$ cat src/hdl/kdee_pkg.sv
package kdee_pkg;
  localparam int NUM_KEYS_DEF  = 22;
  localparam int SCAN_BITS_DEF = 24;
  localparam int COMBO_MAX_DEF = 5;
  localparam int TIME_BITS_DEF = 32;
  localparam int OUT_BITS      = 22;
  localparam int CNT_BITS      = 5;
  localparam int CFG_IDX_BITS  = 3;
  localparam int CFG_DATA_BITS = 32;
  localparam int MS_BITS       = 16;

  localparam logic [CFG_IDX_BITS-1:0] REG_DEBOUNCE  = 3'd0;
  localparam logic [CFG_IDX_BITS-1:0] REG_LONG      = 3'd1;
  localparam logic [CFG_IDX_BITS-1:0] REG_RPT_DELAY = 3'd2;
  localparam logic [CFG_IDX_BITS-1:0] REG_RPT_PER   = 3'd3;
  localparam logic [CFG_IDX_BITS-1:0] REG_RPT_EN    = 3'd4;

  // scan bit position of key k (zero based)
  function automatic int unsigned key_bit(input int unsigned k);
    int unsigned r;
    r = ((k / 8) * 8) + 7 - (k % 8);
    return r;
  endfunction
endpackage

$ cat src/hdl/kdee_in_if.sv
interface kdee_in_if #(parameter int TIME_BITS = 32, parameter int SCAN_BITS = 24);
  logic                 valid;
  logic                 ready;
  logic [TIME_BITS-1:0] now_ms;
  logic [SCAN_BITS-1:0] scan_word;
  modport source (output valid, now_ms, scan_word, input ready);
  modport sink   (input valid, now_ms, scan_word, output ready);
endinterface

$ cat src/hdl/kdee_out_if.sv
interface kdee_out_if;
  logic        valid;
  logic        ready;
  logic [21:0] press_mask;
  logic [21:0] release_mask;
  logic [21:0] long_mask;
  logic [21:0] repeat_mask;
  logic        combo_valid;
  logic [4:0]  combo_first_key;
  logic [4:0]  held_count;
  logic [21:0] held_mask;
  modport source (output valid, press_mask, release_mask, long_mask, repeat_mask,
                  combo_valid, combo_first_key, held_count, held_mask, input ready);
  modport sink   (input valid, press_mask, release_mask, long_mask, repeat_mask,
                  combo_valid, combo_first_key, held_count, held_mask, output ready);
endinterface

$ cat src/hdl/kdee_cfg_if.sv
interface kdee_cfg_if;
  logic        valid;
  logic        ready;
  logic [2:0]  index;
  logic [31:0] data;
  modport source (output valid, index, data, input ready);
  modport sink   (input valid, index, data, output ready);
endinterface

$ cat src/hdl/kdee_ram.sv
module kdee_ram #(
  parameter int WIDTH = 8,
  parameter int DEPTH = 16
) (
  input  logic                     clk,
  input  logic                     we,
  input  logic [$clog2(DEPTH)-1:0] waddr,
  input  logic [WIDTH-1:0]         wdata,
  input  logic [$clog2(DEPTH)-1:0] raddr,
  output logic [WIDTH-1:0]         rdata
);
  logic [WIDTH-1:0] mem [DEPTH];

  always_ff @(posedge clk) begin
    if (we) mem[waddr] <= wdata;
    rdata <= mem[raddr];
  end
endmodule

$ cat src/hdl/kdee_keyseq.sv
// Per-key walk over the key state memory: one key at a time, read, update, write back.
module kdee_keyseq
  import kdee_pkg::*;
#(
  parameter int NUM_KEYS  = NUM_KEYS_DEF,
  parameter int SCAN_BITS = SCAN_BITS_DEF,
  parameter int TIME_BITS = TIME_BITS_DEF
) (
  input  logic                 clk,
  input  logic                 rst_n,
  input  logic                 start,
  input  logic                 edge_upd,
  input  logic [SCAN_BITS-1:0] stable_word,
  input  logic [TIME_BITS-1:0] now,
  input  logic [MS_BITS-1:0]   long_ms,
  input  logic [MS_BITS-1:0]   rpt_delay_ms,
  input  logic [MS_BITS-1:0]   rpt_period_ms,
  input  logic [OUT_BITS-1:0]  rpt_en,
  input  logic [NUM_KEYS-1:0]  down_q,
  output logic [NUM_KEYS-1:0]  down_d,
  output logic                 done,
  output logic [OUT_BITS-1:0]  pm,
  output logic [OUT_BITS-1:0]  rm,
  output logic [OUT_BITS-1:0]  lm,
  output logic [OUT_BITS-1:0]  rp
);
  localparam int KW = (NUM_KEYS > 1) ? $clog2(NUM_KEYS) : 1;
  localparam int DEPTH = 1 << KW;
  localparam int EW = 2 * TIME_BITS + 2;

  typedef enum logic [1:0] {S_IDLE, S_READ, S_UPD} st_t;
  st_t st_r;
  logic [KW-1:0] k_r;
  logic          init_r;

  // entry: long, repeat_valid, press_stamp, repeat_stamp
  logic          we;
  logic [EW-1:0] wdata, rdata;

  kdee_ram #(.WIDTH(EW), .DEPTH(DEPTH)) u_ram (
    .clk(clk), .we(we), .waddr(k_r), .wdata(wdata),
    .raddr(k_r), .rdata(rdata)
  );

  logic                 e_long, e_rv, p, dn, lng, rv, fire;
  logic [TIME_BITS-1:0] e_ps, e_rs, ps, rs, el_p, el_r;
  logic [31:0]          bpos;

  always_comb begin
    e_long = rdata[EW-1];
    e_rv   = rdata[EW-2];
    e_ps   = rdata[2*TIME_BITS-1:TIME_BITS];
    e_rs   = rdata[TIME_BITS-1:0];
    if (init_r) begin
      e_long = 1'b0; e_rv = 1'b0; e_ps = '0; e_rs = '0;
    end
    bpos = key_bit(32'(k_r));
    p = (bpos < SCAN_BITS) ? ~stable_word[bpos[$clog2(SCAN_BITS)-1:0]] : 1'b0;
    dn = down_q[k_r]; lng = e_long; ps = e_ps; rs = e_rs; rv = e_rv;
    if (edge_upd && p != dn) begin
      dn = p;
      if (p) begin
        ps = now; lng = 1'b0;
      end
    end
    el_p = now - ps;
    el_r = now - rs;
    fire = 1'b0;
    if (dn && (32'(k_r) < OUT_BITS) && rpt_en[k_r] &&
        el_p >= TIME_BITS'(rpt_delay_ms) &&
        (!rv || el_r >= TIME_BITS'(rpt_period_ms)))
      fire = 1'b1;
    if (fire) begin
      rs = now; rv = 1'b1;
    end
    wdata = {(lng | (dn && el_p >= TIME_BITS'(long_ms))), rv, ps, rs};
    we = (st_r == S_UPD);
  end

  always_ff @(posedge clk) begin
    if (!rst_n) begin
      st_r <= S_IDLE; k_r <= '0; init_r <= 1'b1; done <= 1'b0;
      down_d <= '0; pm <= '0; rm <= '0; lm <= '0; rp <= '0;
    end else begin
      done <= 1'b0;
      unique case (st_r)
        S_IDLE: if (start) begin
          st_r <= S_READ; k_r <= '0; down_d <= down_q;
          pm <= '0; rm <= '0; lm <= '0; rp <= '0;
        end
        S_READ: st_r <= S_UPD;
        S_UPD: begin
          down_d[k_r] <= dn;
          if (32'(k_r) < OUT_BITS) begin
            pm[k_r] <= edge_upd && p && !down_q[k_r];
            rm[k_r] <= edge_upd && !p && down_q[k_r];
            lm[k_r] <= dn && !lng && el_p >= TIME_BITS'(long_ms);
            rp[k_r] <= fire;
          end
          if (32'(k_r) == NUM_KEYS - 1) begin
            st_r <= S_IDLE; done <= 1'b1; init_r <= 1'b0;
          end else begin
            k_r <= k_r + 1'b1; st_r <= S_READ;
          end
        end
        default: st_r <= S_IDLE;
      endcase
    end
  end
endmodule

$ cat src/hdl/keypad_debounce_event_engine.sv
// Channel | Dir | Beat payload
// in_     | in  | now_ms, scan_word (one tick)
// out_    | out | press/release/long/repeat/held masks, combo, held_count
// cfg_    | in  | index, data (register write)
// The result beat comes after the input beat once the per-key walk is through: the
// walk reads each key's entry from the memory, then updates it and writes it back.
// The next tick is taken in the cycle after the result beat is accepted, so ticks
// never overlap and output stalls hold off the next tick.
// Reset clears state and sets default timings; first-walk reads ignore the memory.
module keypad_debounce_event_engine
  import kdee_pkg::*;
#(
  parameter int NUM_KEYS  = NUM_KEYS_DEF,
  parameter int SCAN_BITS = SCAN_BITS_DEF,
  parameter int COMBO_MAX = COMBO_MAX_DEF,
  parameter int TIME_BITS = TIME_BITS_DEF
) (
  input logic clk,
  input logic rst_n,
  kdee_in_if.sink    in_ch,
  kdee_out_if.source out_ch,
  kdee_cfg_if.sink   cfg_ch
);
  logic [MS_BITS-1:0]  deb_r, long_r, rdl_r, rpr_r;
  logic [OUT_BITS-1:0] ren_r;

  assign cfg_ch.ready = 1'b1;
  always_ff @(posedge clk) begin
    if (!rst_n) begin
      deb_r <= 16'd20; long_r <= 16'd1000; rdl_r <= 16'd500; rpr_r <= 16'd100;
      ren_r <= '0;
    end else if (cfg_ch.valid) begin
      unique case (cfg_ch.index)
        REG_DEBOUNCE:  deb_r  <= cfg_ch.data[MS_BITS-1:0];
        REG_LONG:      long_r <= cfg_ch.data[MS_BITS-1:0];
        REG_RPT_DELAY: rdl_r  <= cfg_ch.data[MS_BITS-1:0];
        REG_RPT_PER:   rpr_r  <= cfg_ch.data[MS_BITS-1:0];
        REG_RPT_EN:    ren_r  <= cfg_ch.data[OUT_BITS-1:0];
        default: ;
      endcase
    end
  end

  logic [SCAN_BITS-1:0] cand_r, stab_r;
  logic [TIME_BITS-1:0] dstamp_r, now_r;
  logic [CNT_BITS-1:0]  held_r;
  logic [NUM_KEYS-1:0]  down_r, down_d;
  logic                 edge_r, start_r, done, work_r, ovalid_r;
  logic [OUT_BITS-1:0]  pm, rm, lm, rp;

  logic acc;
  assign in_ch.ready = !work_r && !ovalid_r;
  assign acc = in_ch.valid && in_ch.ready;

  logic [TIME_BITS-1:0] el;
  logic                 go, nc, ns;
  logic [SCAN_BITS-1:0] sc;
  always_comb begin
    sc = in_ch.scan_word[SCAN_BITS-1:0];
    el = in_ch.now_ms[TIME_BITS-1:0] - dstamp_r;
    go = el >= TIME_BITS'(deb_r);
    nc = go && (sc != cand_r);
    ns = go && !nc && (sc != stab_r);
  end

  kdee_keyseq #(.NUM_KEYS(NUM_KEYS), .SCAN_BITS(SCAN_BITS), .TIME_BITS(TIME_BITS)) u_seq (
    .clk(clk), .rst_n(rst_n), .start(start_r), .edge_upd(edge_r),
    .stable_word(stab_r), .now(now_r), .long_ms(long_r), .rpt_delay_ms(rdl_r),
    .rpt_period_ms(rpr_r), .rpt_en(ren_r), .down_q(down_r), .down_d(down_d),
    .done(done), .pm(pm), .rm(rm), .lm(lm), .rp(rp)
  );

  logic [CNT_BITS-1:0] cnt;
  logic [4:0]          first;
  always_comb begin
    cnt = '0;
    first = '0;
    for (int i = 0; i < NUM_KEYS; i++) cnt = cnt + CNT_BITS'(down_d[i]);
    for (int i = NUM_KEYS - 1; i >= 0; i--) if (down_d[i]) first = 5'(i + 1);
  end

  logic [CNT_BITS-1:0] held_v;
  assign held_v = edge_r ? cnt : held_r;

  always_ff @(posedge clk) begin
    if (!rst_n) begin
      cand_r <= '1; stab_r <= '1; dstamp_r <= '0; held_r <= '0; down_r <= '0;
      edge_r <= 1'b0; start_r <= 1'b0; work_r <= 1'b0; ovalid_r <= 1'b0;
    end else begin
      start_r <= 1'b0;
      if (acc) begin
        now_r <= in_ch.now_ms[TIME_BITS-1:0];
        edge_r <= ns;
        start_r <= 1'b1; work_r <= 1'b1;
        if (nc) begin
          cand_r <= sc; dstamp_r <= in_ch.now_ms[TIME_BITS-1:0];
        end
        if (ns) stab_r <= sc;
      end
      if (done) begin
        work_r <= 1'b0; ovalid_r <= 1'b1;
        down_r <= down_d; held_r <= held_v;
        out_ch.press_mask <= pm; out_ch.release_mask <= rm;
        out_ch.long_mask <= lm; out_ch.repeat_mask <= rp;
        out_ch.held_count <= held_v;
        out_ch.held_mask <= OUT_BITS'(down_d);
        out_ch.combo_valid <= (held_v > 1) && (32'(held_v) <= COMBO_MAX);
        out_ch.combo_first_key <= ((held_v > 1) && (32'(held_v) <= COMBO_MAX)) ? first : '0;
      end else if (out_ch.ready) begin
        ovalid_r <= 1'b0;
      end
    end
  end

  assign out_ch.valid = ovalid_r;
endmodule

$ cat src/flat_wrapper.sv
// flat-port wrapper written by rule: the top's interface ports become plain ports
module keypad_debounce_event_engine_flat import kdee_pkg::*;
#(
  parameter int NUM_KEYS  = NUM_KEYS_DEF,
  parameter int SCAN_BITS = SCAN_BITS_DEF,
  parameter int COMBO_MAX = COMBO_MAX_DEF,
  parameter int TIME_BITS = TIME_BITS_DEF
)
  (clk, rst_n, in_ch_valid, in_ch_now_ms, in_ch_scan_word, in_ch_ready, out_ch_valid, out_ch_press_mask, out_ch_release_mask, out_ch_long_mask, out_ch_repeat_mask, out_ch_combo_valid, out_ch_combo_first_key, out_ch_held_count, out_ch_held_mask, out_ch_ready, cfg_ch_valid, cfg_ch_index, cfg_ch_data, cfg_ch_ready);
  kdee_in_if #(.TIME_BITS(TIME_BITS), .SCAN_BITS(SCAN_BITS)) in_ch_i ();
  kdee_out_if out_ch_i ();
  kdee_cfg_if cfg_ch_i ();
  input logic clk;
  input logic rst_n;
  input wire logic [$bits(in_ch_i.valid)-1:0] in_ch_valid;
  input wire logic [$bits(in_ch_i.now_ms)-1:0] in_ch_now_ms;
  input wire logic [$bits(in_ch_i.scan_word)-1:0] in_ch_scan_word;
  output wire logic [$bits(in_ch_i.ready)-1:0] in_ch_ready;
  output wire logic [$bits(out_ch_i.valid)-1:0] out_ch_valid;
  output wire logic [$bits(out_ch_i.press_mask)-1:0] out_ch_press_mask;
  output wire logic [$bits(out_ch_i.release_mask)-1:0] out_ch_release_mask;
  output wire logic [$bits(out_ch_i.long_mask)-1:0] out_ch_long_mask;
  output wire logic [$bits(out_ch_i.repeat_mask)-1:0] out_ch_repeat_mask;
  output wire logic [$bits(out_ch_i.combo_valid)-1:0] out_ch_combo_valid;
  output wire logic [$bits(out_ch_i.combo_first_key)-1:0] out_ch_combo_first_key;
  output wire logic [$bits(out_ch_i.held_count)-1:0] out_ch_held_count;
  output wire logic [$bits(out_ch_i.held_mask)-1:0] out_ch_held_mask;
  input wire logic [$bits(out_ch_i.ready)-1:0] out_ch_ready;
  input wire logic [$bits(cfg_ch_i.valid)-1:0] cfg_ch_valid;
  input wire logic [$bits(cfg_ch_i.index)-1:0] cfg_ch_index;
  input wire logic [$bits(cfg_ch_i.data)-1:0] cfg_ch_data;
  output wire logic [$bits(cfg_ch_i.ready)-1:0] cfg_ch_ready;
  assign in_ch_i.valid = in_ch_valid;
  assign in_ch_i.now_ms = in_ch_now_ms;
  assign in_ch_i.scan_word = in_ch_scan_word;
  assign in_ch_ready = in_ch_i.ready;
  assign out_ch_valid = out_ch_i.valid;
  assign out_ch_press_mask = out_ch_i.press_mask;
  assign out_ch_release_mask = out_ch_i.release_mask;
  assign out_ch_long_mask = out_ch_i.long_mask;
  assign out_ch_repeat_mask = out_ch_i.repeat_mask;
  assign out_ch_combo_valid = out_ch_i.combo_valid;
  assign out_ch_combo_first_key = out_ch_i.combo_first_key;
  assign out_ch_held_count = out_ch_i.held_count;
  assign out_ch_held_mask = out_ch_i.held_mask;
  assign out_ch_i.ready = out_ch_ready;
  assign cfg_ch_i.valid = cfg_ch_valid;
  assign cfg_ch_i.index = cfg_ch_index;
  assign cfg_ch_i.data = cfg_ch_data;
  assign cfg_ch_ready = cfg_ch_i.ready;
  keypad_debounce_event_engine #(.NUM_KEYS(NUM_KEYS), .SCAN_BITS(SCAN_BITS), .COMBO_MAX(COMBO_MAX), .TIME_BITS(TIME_BITS)) u_core (.clk(clk), .rst_n(rst_n), .in_ch(in_ch_i), .out_ch(out_ch_i), .cfg_ch(cfg_ch_i));
endmodule
$ cat config.mk
export PLATFORM = sky130hd
export DESIGN_NAME = keypad_debounce_event_engine_flat
export DESIGN_NICKNAME = d
export VERILOG_FILES = /design/src/hdl/kdee_pkg.sv /design/src/hdl/kdee_in_if.sv /design/src/hdl/kdee_out_if.sv /design/src/hdl/kdee_cfg_if.sv /design/src/hdl/kdee_ram.sv /design/src/hdl/kdee_keyseq.sv /design/src/hdl/keypad_debounce_event_engine.sv /design/src/flat_wrapper.sv
export SDC_FILE = /design/constraint.sdc
export NUM_CORES = 2
export LEC_CHECK = 0
export BUFFER_PORTS_ARGS = -buffer_cell sky130_fd_sc_hd__buf_2
export CORE_MARGIN = 3
export CORE_UTILIZATION = 30
export CTS_CLUSTER_DIAMETER = 100
export CTS_CLUSTER_SIZE = 25
export DETAILED_ROUTE_END_ITERATION = 8
export GPL_TIMING_DRIVEN = 1
export PLACE_DENSITY_LB_ADDON = 0.05
export SKIP_LAST_GASP = 1
export SYNTH_ARGS = -nofsm -noshare
export SYNTH_HDL_FRONTEND = slang
export SYNTH_SLANG_ARGS = --single-unit
$ cat constraint.sdc
create_clock -name clk -period 9.7 [get_ports clk]
set_input_delay 0.97 -clock clk [delete_from_list [all_inputs] [get_ports clk]]
set_output_delay 0.97 -clock clk [all_outputs]
set_load 0.01 [all_outputs]
# Word level (Yosys, flattened, before mapping)
# Memory sizes are Yosys's and may differ from the RTL's. A register that Yosys moved wholly into a read port is not among the register bits.
# Index checks and enable logic that the tools add are counted.
dict set report word_totals {
  ff_bits 469
  mem_bits_rw 2112
  in_bits 96
  out_inout_bits 124
  wordCells 214
  n_memories 1
}
# name words word_bits read_ports rd_clocked_by_memory_dff write_ports line
set mem_list {}
lappend mem_list {u_core.u_seq.u_ram.mem 32 66 1 1 1 kdee_ram.sv:12} ;# logic [WIDTH-1:0] mem [DEPTH];
dict set report classes {
  add_sub_neg 27
  n_lt_le_gt_ge 11
  n_eq_ne 13
  mux 72
  bitwise 4
  reduce_logical 50
}
# cell count
set ops {}
lappend ops {{$pmux W22 S2} 5}
lappend ops {{$mux W32} 5}
lappend ops {{$mux W22} 6}
lappend ops {{$ge A32 B16 Y1} 4}
lappend ops {{$bwmux W22} 5}
lappend ops {{$add A5 B1 Y5} 20}
lappend ops {{$sub A32 B32 Y32} 3}
lappend ops {{$mux W5} 10}
lappend ops {{$ne A24 B24 Y1} 2}
lappend ops {{$lt A32 B5 Y1 const B} 1}
lappend ops {{$mux W4} 8}
lappend ops {{$reduce_and A2 Y1} 12}
lappend ops {{$mux W1} 20}
lappend ops {{$logic_and A1 B1 Y1} 19}
lappend ops {{$reduce_or A16 Y1} 1}
lappend ops {{$bmux W1 S5} 3}
lappend ops {{$lt A5 B6 Y1 const B} 2}
lappend ops {{$mux W3} 4}
lappend ops {{$pmux W5 S2} 1}
lappend ops {{$reduce_or A8 Y1} 1}
lappend ops {{$logic_not A1 Y1} 7}
lappend ops {{$sub A6 B3 Y7} 1}
lappend ops {{$add A5 B3 Y6 const B} 1}
lappend ops {{$eq A3 B2 Y1 const B} 2}
lappend ops {{other kinds (26)} 34}

# Depth between registers and ports, before layout
dict set report depth {
  depth_word 26
  depth_mapped 33
  depth_no_buf 27
}

# Hierarchy
# A second synthesis with hierarchy kept.
dict set report hier_totals {
  hier_cells 6362
  hier_area_um2 109372.4
}
# mod instances cells_per_inst area_per_inst_um2 seq_area_each_um2
set modules_own_cells {}
lappend modules_own_cells {kdee_ram 1 3198 81456.9 64742.1}
lappend modules_own_cells {keypad_debounce_event_engine 1 1522 15965.3 8538.2}
lappend modules_own_cells {kdee_keyseq 1 1642 11950.2 2382.3}

# Worst setup path after synthesis
# No wires, ideal clock.
dict set report synth_timing {
  path_kind {register to register}
  startpoint {register u_core.u_seq.k_r[1]}
  endpoint {memory u_core.u_seq.u_ram.mem[0][24] in the netlist's numbering (data pin)}
  arrival_ns 7.606
  t_required_ns 9.315
  path_slack_ns 1.710
  stages_incl_launch_ff 30
  cell_sequence {dfxtp_1 buf_4 buf_4 mux2i_1 a32oi_1 nand4_1 nor3_2 nor2_2 clkbuf_1 clkbuf_1 o21ai_0 inv_1 ha_1 and3_1 a311oi_1 o41ai_1 nor2_1 a31oi_1 xor2_1 ha_1 o2111ai_1 nor2_1 a211oi_1 o31a_1 o2111ai_1 nand4b_1 o21ai_1 buf_4 buf_4 mux2i_1}
}
dict set report synth_via {
  elab_chain_cells 14
  word_cells_on_any_way 24
  classes_between {add/sub: 2; order compare: 3; eq/ne: 1; mux: 12; bitwise: 1; reduce/logical: 5}
}
# element line
set synth_rtl {}
lappend synth_rtl {{from (decl)} kdee_keyseq.sv:33} ;# logic [KW-1:0] k_r;
lappend synth_rtl {{from (signal assigned)} kdee_keyseq.sv:82} ;# st_r <= S_IDLE; k_r <= '0; init_r <= 1'b1; done <= 1'b0;
lappend synth_rtl {{from (signal assigned)} kdee_keyseq.sv:88} ;# st_r <= S_READ; k_r <= '0; down_d <= down_q;
lappend synth_rtl {{from (signal assigned)} kdee_keyseq.sv:103} ;# k_r <= k_r + 1'b1; st_r <= S_READ;
lappend synth_rtl {{branches (longest 7 deep; another with $lt A32 B5 Y1)} -}
lappend synth_rtl {{$mux W32 (*)} kdee_keyseq.sv:60} ;# if (edge_upd && p != dn) begin
lappend synth_rtl {{named net u_core.u_seq.ps[14]} kdee_keyseq.sv:46} ;# logic [TIME_BITS-1:0] e_ps, e_rs, ps, rs, el_p, el_r;
lappend synth_rtl {{$sub A32 B32 Y32 (*)} kdee_keyseq.sv:66} ;# el_p = now - ps;
lappend synth_rtl {{$ge A32 B16 Y1 (*)} kdee_keyseq.sv:70} ;# el_p >= TIME_BITS'(rpt_delay_ms) &&
lappend synth_rtl {{$logic_and A1 B1 Y1 (*)} kdee_keyseq.sv:69} ;# if (dn && (32'(k_r) < OUT_BITS) && rpt_en[k_r] &&
lappend synth_rtl {{$logic_and A1 B1 Y1 (*)} kdee_keyseq.sv:70}
lappend synth_rtl {{$mux W1 (*)} kdee_keyseq.sv:69}
lappend synth_rtl {{$mux W32 (*)} kdee_keyseq.sv:73} ;# if (fire) begin
lappend synth_rtl {{named net u_core.u_seq.rs[24]} kdee_keyseq.sv:46}
lappend synth_rtl {{to (decl)} kdee_ram.sv:12}
# Mark *: on every way through the listed nets, which the timed path passes. The select of a mux whose other input is x is not followed.

# Final worst setup path
dict set report layout_timing {
  startpoint {register u_core.u_seq.k_r[1]}
  endpoint {memory u_core.u_seq.u_ram.mem[6][17] in the netlist's numbering (data pin)}
}
# Same word-level chain as after synthesis.

==> metrics <==
outcome=completed; VDD IR max=slightly above 0.1 mV; Core ar.=about 350000 um^2; TritonCTS clock tree=built; Seq cells post-synth=approximately 2600; largest net degree at the start of global routing=~200; ys flop type=edfxtp_1; ys async rst share=0%; maxcap violations=0; PwrDens=approximately 170 nW/um^2; final hold violation count=0; Slew HR=15.3%; CTS Buf Count=between 100 and 150; Syn Inst Count=between 6000 and 7000; top cells by area, synth=edfxtp_1, mux4_2, dfxtp_1; Clock Pin Slew Worst Setup and Hold Paths=90 ps; ratio of cells with drive above 1 in the final layout=19.4%; number of global-route vias before repair=60400; Post-DP HPWL=between 200 and 250 mm; register area=75700 um^2; area grow syn2layout=11.7%; Port-buffer cells=around 210; syn avg cell area=between 15 and 20 um^2; clock skew=84.2 ps; CP peak stage delay=between 800 and 900 ps; initial core utilization=between 30% and 40%; largest area contributor in the netlist=edfxtp_1; Post-CTS Resized=0; top cell type's share of synthesized area=between 60 and 70%; drt first pass iters=6; vias per cell=between 5 and 6; Slew Viols, Final=0; Post-CTS Setup Inserts=0; post-route ant nets=0; Worst Setup Start Kind=flip-flop; flop2flop setup slack=between 800 and 900 ps; hold worst-path end=u_core.now_r[25]; Placed Cells=11200; DR WL/cell=approximately 33 um; fillcell total=approximately 34000; slew of the pin with the lowest slew margin=approximately 1300 ps; IO Pins=220; worst hold margin=between 200 and 300 ps; r2r endpoint=u_core.u_seq.u_ram.mem[6][17]; final setup vio count=0; post-synthesis sequential area ratio=between 70% and 80%; worst-case clock buffer depth=4; Total Neg Setup Slack=0 ps; Synth top cells by count=edfxtp_1, mux4_2, nand2_1; Layout Cells excl Fill=11400; minimum clock period=about 9000 ps; Tcrit/Tclk final=between 90% and 100%; Hold WC Path Type=input pin to flip-flop; Die Y=604 um; first-pass GRT wire length=510 mm; Worst Setup End Kind=flip-flop; Root Driver=clkbuf_16; initial antenna violation count=23; number of core rows=between 200 and 250; Multi-input gate area=between 20000 and 30000 um^2; GR Overflow Total=0; synth warn=0; Hold Path Depth=1; nets=6874; chip width=604 um; fin util=around a third; count leader, synth=edfxtp_1; critical path type=flip-flop to flip-flop; slowest CP cell=nor2_4; detailed-route via count=~60000; CP required=a little over 10000 ps; initial detailed-routing violation count=between 5000 and 6000; Residual DRC=0; Skew-Pair Late Insertion Delay=around 920 ps; Synth Net Count=6655; hold_buf cts=0; RSZ-0062 raised after global routing=false; clk sinks=roughly 2600; number of synthesized flops with an enable pin=roughly 2300; die area=between 300000 and 400000 um^2; FF-to-FF Start=u_core.u_seq.k_r[1]; Crit path arrival time=~9500 ps; GR Util All Layers=about 20%; Static Leak=32.5 nW; Power Total=20.2 mW; H-tree depth=4; Worst Hold Launch=in_ch_now_ms[25]; worst r2r path cells=28; final wirelength=between 300 and 400 mm; Post-Syn Area=roughly 110000 um^2; highest achievable clock rate=between 0.1 and 0.15 GHz; gpl congestion=between 0.8 and 0.9; Max FO, Critical Path=32; library cells used by synthesis=93
[stage by stage]
| stage | area (um^2) | setup slack, ps |
|---|---|---|
| after global placement | 115000 | 1030 |
| final | 120000 | 885 |
| after global routing | 120000 | 406 |
| after floorplan | 107000 | 1710 |
| after detailed placement | 115000 | 1010 |
| after CTS | 120000 | 956 |
[cells by family after synthesis]
logic type,count (synthesis),share of synthesized area (%)
flops,2647,70.5
simple gates,1095,4.80
compound gates,1041,6.62
mux,687,12.7
buf+inv,608,2.21
fa+ha+maj,185,2.28
xor+xnor,112,0.914
other cells,1,0.00349
[cell type report]
type	instances	area share, %
sequential	2647	63.2
multi-input combinational	3121	24.8
tap	4730	4.94
clock buffer	201	3.26
timing repair buffer	409	2.31
inverter	272	0.942
clock inverter	51	0.579
antenna	6	0.0125
[worst max-delay path: cells and delay by family, from the launching register on]
kind            cells  cell delay [ps]
simple gates        7             2220
buf+inv             5             1220
mux                 2              570
flops               1              660
fa+ha+maj           2              680
xor+xnor            1              240
compound gates     11             2900
[routing by layer]
metal | part of all wire [%] | global-route usage, % | vias up
li1 | - | - | 25500
met1 | 46 | 28.8 | 32400
met2 | 47 | 32.0 | 1639
met3 | 5.5 | 3.27 | 312
met4 | 2.1 | 4.08 | 6
met5 | 0.0078 | 0 | -
[cell usage in the layout, fill, tap and decap left out, drive strengths merged, types with 31 or more instances in the layout]
cell type / count
nor2: 103
nand2: 530
and2: 31
a21oi: 132
a22oi: 266
a21o: 67
nand4: 85
mux4: 536
o211ai: 57
clkbuf: 201
ha: 165
inv: 295
xnor2: 69
edfxtp: 2265
mux2i: 142
nor2b: 57
o21ai: 226
a21boi: 106
dfxtp: 382
nand3: 134
nor3: 38
buf: 409
xor2: 43
[sequential cells by signal, summed over array words and instances (netlist names), 24 cells and up]
signal,flops
u_core.cand_r,24
u_core.dstamp_r,32
u_core.now_r,32
u_core.stab_r,24
u_core.u_seq.u_ram.mem,2112
u_core.u_seq.u_ram.rdata,66
[power by group]
part           internal, mW  switching, mW
registers              12.2         0.0580
logic                 0.310          0.477
clock network          3.08           4.05
[worst max-delay path by stage]
stage | startpoint | end | slack, ps | cells past startpoint
after floorplan | u_core.u_seq.k_r[1] | u_core.u_seq.u_ram.mem[0][24] | 1710 | 29
after global placement | u_core.u_seq.k_r[1] | u_core.u_seq.u_ram.mem[26][21] | 1030 | 28
after detailed placement | u_core.u_seq.k_r[1] | u_core.u_seq.u_ram.mem[20][21] | 1010 | 28
after CTS | u_core.u_seq.k_r[1] | u_core.u_seq.u_ram.mem[6][17] | 960 | 28
after global routing | u_core.u_seq.k_r[1] | u_core.u_seq.u_ram.mem[21][21] | 410 | 29
final | u_core.u_seq.k_r[1] | u_core.u_seq.u_ram.mem[6][17] | 880 | 28
Note: power is estimated with default switching activity, not from simulation.
